### config.mk
export PLATFORM = sky130hd
export DESIGN_NAME = binary_max_heap_queue_unit
export DESIGN_NICKNAME = d
export VERILOG_FILES = /design/src/sv/bmhq_pkg.sv /design/src/sv/bmhq_store.sv /design/src/sv/bmhq_cmp.sv /design/src/sv/bmhq_ctrl.sv /design/src/sv/binary_max_heap_queue_unit.sv
export SDC_FILE = /design/constraint.sdc
export NUM_CORES = 2
export LEC_CHECK = 0
export BUFFER_PORTS_ARGS = -buffer_cell sky130_fd_sc_hd__buf_2
export CAP_MARGIN = 15
export CORE_UTILIZATION = 23
export DETAILED_ROUTE_END_ITERATION = 12
export PLACE_DENSITY = 0.44
export SLEW_MARGIN = 40
export SYNTH_ARGS = -nofsm -noshare
export SYNTH_HDL_FRONTEND = slang
export SYNTH_SLANG_ARGS = --single-unit
### constraint.sdc
create_clock -name clk -period 5.7 [get_ports clk]
set_input_delay 0.57 -clock clk [delete_from_list [all_inputs] [get_ports clk]]
set_output_delay 0.57 -clock clk [all_outputs]
set_load 0.02 [all_outputs]
### src/sv/bmhq_pkg.sv
package bmhq_pkg;

	localparam int DATA_W  = 32;
	localparam int TOTAL_W = 7;
	localparam int OUT_W   = 72;
	localparam int PAD_W   = OUT_W - 2 * DATA_W - TOTAL_W;

	typedef enum logic [1:0] {
		STATUS_OK        = 2'd0,
		STATUS_POP_EMPTY = 2'd1,
		STATUS_PUSH_FULL = 2'd2
	} status_t;

	typedef enum logic {
		CMD_PUSH = 1'b0,
		CMD_POP  = 1'b1
	} cmd_t;

endpackage

### src/sv/bmhq_store.sv
module bmhq_store #(
	parameter int DEPTH = 64,
	parameter int AW    = 6
) (
	input  logic                             clk,
	input  logic                             we,
	input  logic [AW-1:0]                    waddr,
	input  logic signed [bmhq_pkg::DATA_W-1:0] wdata,
	input  logic [AW-1:0]                    raddr_a,
	input  logic [AW-1:0]                    raddr_b,
	output logic signed [bmhq_pkg::DATA_W-1:0] rdata_a,
	output logic signed [bmhq_pkg::DATA_W-1:0] rdata_b
);
	import bmhq_pkg::*;

	logic signed [DATA_W-1:0] mem_q [DEPTH];

	always_ff @(posedge clk) begin
		if (we) begin
			mem_q[waddr] <= wdata;
		end
		rdata_a <= mem_q[raddr_a];
		rdata_b <= mem_q[raddr_b];
	end

endmodule

### src/sv/bmhq_cmp.sv
module bmhq_cmp (
	input  logic signed [bmhq_pkg::DATA_W-1:0] lhs,
	input  logic signed [bmhq_pkg::DATA_W-1:0] rhs,
	output logic                               gt
);
	import bmhq_pkg::*;

	// signed strict greater-than, shared by every sift step
	assign gt = lhs > rhs;

endmodule

### src/sv/bmhq_ctrl.sv
module bmhq_ctrl #(
	parameter int CAPACITY = 64,
	parameter int AW       = 6,
	parameter int CW       = 7
) (
	input  logic                               clk,
	input  logic                               arst_n,
	input  logic                               s_tvalid,
	output logic                               s_tready,
	input  logic signed [bmhq_pkg::DATA_W-1:0] in_value,
	input  logic                               in_cmd,
	output logic                               m_tvalid,
	input  logic                               m_tready,
	output logic signed [bmhq_pkg::DATA_W-1:0] out_popped,
	output logic signed [bmhq_pkg::DATA_W-1:0] out_top,
	output logic [bmhq_pkg::TOTAL_W-1:0]       out_total,
	output bmhq_pkg::status_t                  out_status,
	output logic                               we,
	output logic [AW-1:0]                      waddr,
	output logic signed [bmhq_pkg::DATA_W-1:0] wdata,
	output logic [AW-1:0]                      raddr_a,
	output logic [AW-1:0]                      raddr_b,
	input  logic signed [bmhq_pkg::DATA_W-1:0] rdata_a,
	input  logic signed [bmhq_pkg::DATA_W-1:0] rdata_b,
	output logic signed [bmhq_pkg::DATA_W-1:0] cmp_lhs,
	output logic signed [bmhq_pkg::DATA_W-1:0] cmp_rhs,
	input  logic                               cmp_gt
);
	import bmhq_pkg::*;

	localparam int IW = AW + 2;

	typedef enum logic [2:0] {
		ST_IDLE,
		ST_PUSH_RD,
		ST_PUSH_CMP,
		ST_POP_LD,
		ST_DN_RD,
		ST_DN_CH,
		ST_DN_CMP,
		ST_DONE
	} state_t;

	state_t                   state_q;
	logic [CW-1:0]            cnt_q;
	logic [AW-1:0]            pos_q;
	logic signed [DATA_W-1:0] val_q;
	logic signed [DATA_W-1:0] pick_q;
	logic [AW-1:0]            pick_idx_q;
	logic                     r_ok_q;
	logic signed [DATA_W-1:0] popped_q;
	logic signed [DATA_W-1:0] top_q;
	status_t                  status_q;

	logic [AW-1:0] parent;
	logic [AW-1:0] last_addr;
	logic [IW-1:0] l_ext;
	logic [IW-1:0] r_ext;
	logic [IW-1:0] cnt_ext;
	logic          l_ok;
	logic          r_ok;
	logic [AW-1:0] l_addr;
	logic [AW-1:0] r_addr;
	logic          out_free;

	assign parent    = AW'((pos_q - AW'(1)) >> 1);
	assign last_addr = AW'(cnt_q - CW'(1));
	assign l_ext     = {1'b0, pos_q, 1'b1};
	assign r_ext     = l_ext + IW'(1);
	assign cnt_ext   = IW'(cnt_q);
	assign l_ok      = l_ext < cnt_ext;
	assign r_ok      = r_ext < cnt_ext;
	assign l_addr    = l_ext[AW-1:0];
	assign r_addr    = r_ext[AW-1:0];
	assign out_free  = !m_tvalid || m_tready;
	assign s_tready  = state_q == ST_IDLE;

	// store access and comparator operand select
	always_comb begin
		we      = 1'b0;
		waddr   = pos_q;
		wdata   = val_q;
		raddr_a = parent;
		raddr_b = l_addr;
		cmp_lhs = pick_q;
		cmp_rhs = val_q;
		case (state_q)
			ST_IDLE: begin
				raddr_a = '0;
				raddr_b = last_addr;
			end
			ST_PUSH_RD: begin
				we = pos_q == '0;
			end
			ST_PUSH_CMP: begin
				cmp_lhs = val_q;
				cmp_rhs = rdata_a;
				we      = 1'b1;
				if (cmp_gt) begin
					wdata = rdata_a;
				end
			end
			ST_DN_RD: begin
				raddr_a = l_addr;
				raddr_b = r_ok ? r_addr : l_addr;
				we      = !l_ok;
			end
			ST_DN_CH: begin
				cmp_lhs = rdata_b;
				cmp_rhs = rdata_a;
			end
			ST_DN_CMP: begin
				we = 1'b1;
				if (cmp_gt) begin
					wdata = pick_q;
				end
			end
			default: begin
			end
		endcase
	end

	always_ff @(posedge clk or negedge arst_n) begin
		if (!arst_n) begin
			state_q    <= ST_IDLE;
			cnt_q      <= '0;
			pos_q      <= '0;
			val_q      <= '0;
			pick_q     <= '0;
			pick_idx_q <= '0;
			r_ok_q     <= 1'b0;
			popped_q   <= '0;
			top_q      <= '0;
			status_q   <= STATUS_OK;
			m_tvalid   <= 1'b0;
			out_popped <= '0;
			out_top    <= '0;
			out_total  <= '0;
			out_status <= STATUS_OK;
		end else begin
			if (m_tvalid && m_tready && state_q != ST_DONE) begin
				m_tvalid <= 1'b0;
			end
			if (we && waddr == '0) begin
				top_q <= wdata;
			end
			case (state_q)
				ST_IDLE: begin
					if (s_tvalid) begin
						if (in_cmd == CMD_PUSH) begin
							if (cnt_q == CW'(CAPACITY)) begin
								status_q <= STATUS_PUSH_FULL;
								state_q  <= ST_DONE;
							end else begin
								val_q   <= in_value;
								pos_q   <= AW'(cnt_q);
								cnt_q   <= cnt_q + CW'(1);
								state_q <= ST_PUSH_RD;
							end
						end else begin
							if (cnt_q == '0) begin
								status_q <= STATUS_POP_EMPTY;
								state_q  <= ST_DONE;
							end else begin
								cnt_q   <= cnt_q - CW'(1);
								state_q <= ST_POP_LD;
							end
						end
					end
				end
				ST_PUSH_RD: begin
					state_q <= (pos_q == '0) ? ST_DONE : ST_PUSH_CMP;
				end
				ST_PUSH_CMP: begin
					if (cmp_gt) begin
						pos_q   <= parent;
						state_q <= ST_PUSH_RD;
					end else begin
						state_q <= ST_DONE;
					end
				end
				ST_POP_LD: begin
					popped_q <= rdata_a;
					val_q    <= rdata_b;
					pos_q    <= '0;
					state_q  <= (cnt_q == '0) ? ST_DONE : ST_DN_RD;
				end
				ST_DN_RD: begin
					r_ok_q  <= r_ok;
					state_q <= l_ok ? ST_DN_CH : ST_DONE;
				end
				ST_DN_CH: begin
					if (r_ok_q && cmp_gt) begin
						pick_q     <= rdata_b;
						pick_idx_q <= r_addr;
					end else begin
						pick_q     <= rdata_a;
						pick_idx_q <= l_addr;
					end
					state_q <= ST_DN_CMP;
				end
				ST_DN_CMP: begin
					if (cmp_gt) begin
						pos_q   <= pick_idx_q;
						state_q <= ST_DN_RD;
					end else begin
						state_q <= ST_DONE;
					end
				end
				ST_DONE: begin
					if (out_free) begin
						m_tvalid   <= 1'b1;
						out_popped <= popped_q;
						out_top    <= (cnt_q == '0) ? '0 : top_q;
						out_total  <= TOTAL_W'(cnt_q);
						out_status <= status_q;
						popped_q   <= '0;
						status_q   <= STATUS_OK;
						state_q    <= ST_IDLE;
					end
				end
				default: begin
					state_q <= ST_IDLE;
				end
			endcase
		end
	end

endmodule

### src/sv/binary_max_heap_queue_unit.sv
// channel | dir | tdata fields (lsb up)                                 | tuser
// s       | in  | value[31:0]                                           | cmd
// m       | out | popped_value[31:0] top_value[63:32] entry_total[70:64] | status[1:0]
//
// one request at a time, s_tready high only while idle; a new request waits until the last result is issued
// per request: a push climbs a level per compare until it reaches the root or stops below a larger parent,
// a pop moves the last entry to the root and descends until it stops above a leaf or has no child left,
// a refused request goes straight to its result; one store read and compare a step
// reset empties the heap at once, no clearing pass
// a result waiting on m_tready holds the unit in its final state until taken
module binary_max_heap_queue_unit #(
	parameter int CAPACITY = 64
) (
	input  logic                         clk,
	input  logic                         arst_n,
	input  logic                         s_tvalid,
	output logic                         s_tready,
	input  logic [31:0]                  s_tdata,  // value
	input  logic [0:0]                   s_tuser,  // cmd
	output logic                         m_tvalid,
	input  logic                         m_tready,
	output logic [bmhq_pkg::OUT_W-1:0]   m_tdata,  // popped_value, top_value, entry_total
	output logic [1:0]                   m_tuser   // status
);
	import bmhq_pkg::*;

	localparam int AW = $clog2(CAPACITY);
	localparam int CW = $clog2(CAPACITY + 1);

	logic                     we;
	logic [AW-1:0]            waddr;
	logic signed [DATA_W-1:0] wdata;
	logic [AW-1:0]            raddr_a;
	logic [AW-1:0]            raddr_b;
	logic signed [DATA_W-1:0] rdata_a;
	logic signed [DATA_W-1:0] rdata_b;
	logic signed [DATA_W-1:0] cmp_lhs;
	logic signed [DATA_W-1:0] cmp_rhs;
	logic                     cmp_gt;
	logic signed [DATA_W-1:0] out_popped;
	logic signed [DATA_W-1:0] out_top;
	logic [TOTAL_W-1:0]       out_total;
	status_t                  out_status;

	bmhq_ctrl #(
		.CAPACITY(CAPACITY),
		.AW      (AW),
		.CW      (CW)
	) u_ctrl (
		.clk       (clk),
		.arst_n    (arst_n),
		.s_tvalid  (s_tvalid),
		.s_tready  (s_tready),
		.in_value  (s_tdata),
		.in_cmd    (s_tuser[0]),
		.m_tvalid  (m_tvalid),
		.m_tready  (m_tready),
		.out_popped(out_popped),
		.out_top   (out_top),
		.out_total (out_total),
		.out_status(out_status),
		.we        (we),
		.waddr     (waddr),
		.wdata     (wdata),
		.raddr_a   (raddr_a),
		.raddr_b   (raddr_b),
		.rdata_a   (rdata_a),
		.rdata_b   (rdata_b),
		.cmp_lhs   (cmp_lhs),
		.cmp_rhs   (cmp_rhs),
		.cmp_gt    (cmp_gt)
	);

	bmhq_store #(
		.DEPTH(CAPACITY),
		.AW   (AW)
	) u_store (
		.clk    (clk),
		.we     (we),
		.waddr  (waddr),
		.wdata  (wdata),
		.raddr_a(raddr_a),
		.raddr_b(raddr_b),
		.rdata_a(rdata_a),
		.rdata_b(rdata_b)
	);

	bmhq_cmp u_cmp (
		.lhs(cmp_lhs),
		.rhs(cmp_rhs),
		.gt (cmp_gt)
	);

	assign m_tdata = {{PAD_W{1'b0}}, out_total, out_top, out_popped};
	assign m_tuser = out_status;

endmodule

==> results.sh <==
export IMPL_async_flop_share_pct=9.705
export IMPL_core_rows=255
export IMPL_grt_pass1_wl_um=646800
export IMPL_path_cells="ha_1 -> nand3_2 -> xnor2_1 -> ha_1 -> a21oi_1 -> o211ai_2 -> nor2_1 -> a21o_4 -> buf_12 -> buf_4 -> mux4_2 -> a22oi_1 -> nand4_1 -> a21oi_1 -> nor2_1"
export IMPL_seq_area_frac_synth_pct=61.42
export IMPL_maximum_capacitance_violations=0
export IMPL_synthesis_yosys_warnings=0
export IMPL_timing_critical_path_buf_inv=2
export IMPL_gr_total_overflow=0
export IMPL_grt_setup_unrepaired="false"
export IMPL_cts_htree_levels=5
export IMPL_io_pins=113
export IMPL_whs_path_depth=3
export IMPL_post_dp_hpwl_um=285200
export IMPL_worst_skew_pair_late_latency_ns=0.88
export IMPL_hold_viol_final=0
export IMPL_post_synth_inst_count=9085
export IMPL_die_y_um=698.1
export IMPL_outcome="complete, no violations"
export IMPL_floorplan_initialDensity_pct=23.10
export IMPL_postCtsSetupRepairBufs=0
export IMPL_antenna_found_initial=19
export IMPL_ff_latch_count_synth=2339
export IMPL_setup_violation_total_in_the_final_timing_report=0
export IMPL_cpPeakStageDelay_ns=0.62
export IMPL_first_pass_iters=6
export IMPL_clk_root_buffer_cell="sky130_fd_sc_hd__clkbuf_16"
export IMPL_endpoint_kind="flip-flop"
export IMPL_grt_start_max_net_pins=136
export IMPL_hold_class="input port to flip-flop"
export IMPL_crit_cells=15
export IMPL_yosys_cell_types_count=69
export IMPL_synth_fp_nets=9171
export IMPL_wp_data_arrival_ns=6.05
export IMPL_period_needed_ns=5.289
export IMPL_timing_final_ws_setup_ns=0.4113
export IMPL_coreArea_um2=482400
export IMPL_gp_congestion=0.8615
export IMPL_dominantRegCellSynth="sky130_fd_sc_hd__edfxtp_1"
export IMPL_tritoncts_num_sinks=2339
export IMPL_first_global_vias=81481
export IMPL_path_max_fanout=49
export IMPL_die_w_um=698.1
export IMPL_routed_wl_um=466000
export IMPL_final_setup_skew_ns=0.05120
export IMPL_path_class="flip-flop to flip-flop"
export IMPL_design_final_nets=9318
export IMPL_routed_wire_length_per_instance_um=29.38
export IMPL_clock_fmax_ghz=0.1891
export IMPL_max_slew_margin_pct=38.31
export IMPL_vias_per_cell=5.281
export IMPL_cts_made_buffers=266
export IMPL_dpl_worst_slack_ns=0.5114
export IMPL_mostFrequentLayoutCell="sky130_fd_sc_hd__nand2_1"
export IMPL_clockBufferDepth=4
export IMPL_cts_tree="yes"
export IMPL_drive_above_1_share_pct=16.81
export IMPL_syn_area_um2=111500
export IMPL_drtIter0Drc=10086
export IMPL_critPathTopFamily="compound AO/OA/AOI/OAI gates"
export IMPL_global_route_usage_total_pct=18.36
export IMPL_postRouteAntennaNets=0
export IMPL_final_min_period_over_clock_period_pct=92.78
export IMPL_critical_path_slowest_cell="sky130_fd_sc_hd__dfrtp_1"
export IMPL_dieArea_um2=487400
export IMPL_maxSlewViolCount=0
export IMPL_worst_slew_pin_transition_ns=0.9199
export IMPL_port_buffer_count=111
export IMPL_drc_errors=0
export IMPL_synth_enable_flop_cells=2048
export IMPL_setup_worst_path_start_class="flip-flop"
export IMPL_required_ns=6.47
export IMPL_average_size_of_a_mapped_cell_um2=12.27
export IMPL_path_clk_slew_ns=0.06
export IMPL_areaGrowthSynthToFinish_pct=18.74
export IMPL_setup_tns_ns=0
export IMPL_most_common_layout_cells="sky130_fd_sc_hd__nand2_1 (2486), sky130_fd_sc_hd__edfxtp_1 (2048), sky130_fd_sc_hd__nand3_1 (589)"
export IMPL_final_core_util_pct=27.43
export IMPL_vias=83778
export IMPL_r2r_cells=15
## final timing paths
kind,from,endpoint,slack (ns)
max,u_ctrl.waddr[0],u_store.rdata_b[29],0.41
min,s_tdata[16],u_ctrl.val_q[16],0.04
max reg2reg,u_ctrl.waddr[0],u_store.rdata_b[29],0.41
min reg2reg,u_ctrl.popped_q[10],u_ctrl.out_popped[10],0.46
max in group asynchronous,arst_n,u_ctrl.top_q[6],4.02
min in group asynchronous,arst_n,u_ctrl.out_popped[18],0.17
## state kept, by name, summed over array words and instances, names as in the netlist
| register | count |
|---|---|
| u_ctrl.cnt_q | 7 |
| u_ctrl.m_tvalid | 1 |
| u_ctrl.out_popped | 32 |
| u_ctrl.out_status | 2 |
| u_ctrl.out_top | 32 |
| u_ctrl.out_total | 7 |
| u_ctrl.pick_idx_q | 6 |
| u_ctrl.pick_q | 32 |
| u_ctrl.popped_q | 32 |
| u_ctrl.r_ok_q | 1 |
| u_ctrl.state_q | 3 |
| u_ctrl.status_q | 2 |
| u_ctrl.top_q | 32 |
| u_ctrl.val_q | 32 |
| u_ctrl.waddr | 6 |
| u_store.mem_q | 2048 |
| u_store.rdata_a | 32 |
| u_store.rdata_b | 32 |
## layout make-up
cell class                      instances  area [um2]
Multi-Input combinational cell       5962       40470
Clock buffer                          344        7103
Tap cell                             6425        8039
Fill cell                           49211      350100
Sequential cell                      2339       68460
Inverter                               18       67.56
Clock inverter                        121        1084
Timing Repair Buffer                  645        7093
Antenna cell                            9       22.52
## kinds of logic (layout without fill, tap and decap cells)
| family | after synthesis | count (layout) | synth area share (%) |
|---|---|---|---|
| buffers and inverters | 784 | 1128 | 2.943 |
| flip-flops | 2339 | 2339 | 61.42 |
| multiplexers | 706 | 706 | 10.84 |
| XOR/XNOR | 25 | 25 | 0.1965 |
| AND/OR/NAND/NOR | 3694 | 3694 | 14.24 |
| AO/OA/AOI/OAI | 1487 | 1487 | 9.802 |
| other | 1 | 10 | 0.003365 |
| adder cells (fa/ha/maj) | 49 | 49 | 0.5501 |
## synth_stat cells, types with 23 or more instances
library cell                  n  area, um2
sky130_fd_sc_hd__nand2_1   2489       9343
sky130_fd_sc_hd__edfxtp_1  2048      61500
sky130_fd_sc_hd__nand3_1    591       2958
sky130_fd_sc_hd__clkbuf_1   514       1929
sky130_fd_sc_hd__mux4_2     391       8806
sky130_fd_sc_hd__a311oi_1   385       3372
sky130_fd_sc_hd__and3_1     371       2321
sky130_fd_sc_hd__a22oi_1    229       1719
sky130_fd_sc_hd__dfrtp_1    227       5680
sky130_fd_sc_hd__mux2i_1    216       2162
sky130_fd_sc_hd__a211oi_1   210       1577
sky130_fd_sc_hd__a21oi_1    197      986.0
sky130_fd_sc_hd__buf_2      147      735.7
sky130_fd_sc_hd__a31oi_1    132      825.8
sky130_fd_sc_hd__nor2_1     121      454.2
sky130_fd_sc_hd__a211o_1    112      980.9
sky130_fd_sc_hd__o21ai_0    101      505.5
sky130_fd_sc_hd__mux2_2      99       1115
sky130_fd_sc_hd__buf_1       73      274.0
sky130_fd_sc_hd__nand4_1     66      412.9
sky130_fd_sc_hd__dfxtp_1     64       1281
sky130_fd_sc_hd__ha_1        49      613.1
sky130_fd_sc_hd__a22o_1      37      324.1
sky130_fd_sc_hd__o22ai_1     30      187.7
sky130_fd_sc_hd__buf_4       23      172.7
## worst min-delay path: stages
cell and delay (ns):
sky130_fd_sc_hd__buf_2 0.11, sky130_fd_sc_hd__mux2i_1 0.07, sky130_fd_sc_hd__o21ai_0 0.13
## per-layer routing
metal	GRT usage (%)	wire length (um)	vias up
li1	-	-	34996
met1	24.83	195100	43545
met2	28.87	209900	4346
met3	3.436	39750	883
met4	7.537	21230	8
met5	0	54	-
## stage by stage
step                      area (um2)  std cells  hold WS [ns]
after global placement        123700      15358        0.4588
after global routing          132300      15856       0.01901
after detailed placement      123800      15364        0.4617
after floorplan               111500       9085        0.2744
after CTS                     132200      15851      0.001240
final                         132300      15863       0.04407
## what timing repair did
item	in CTS	in global routing
gates resized for setup	0	0
hold endpoints to repair	113	0
hold buffers	22	0
Power is not shown: default switching activity piles up to over one toggle a cycle in this logic, so the estimate is an artifact.
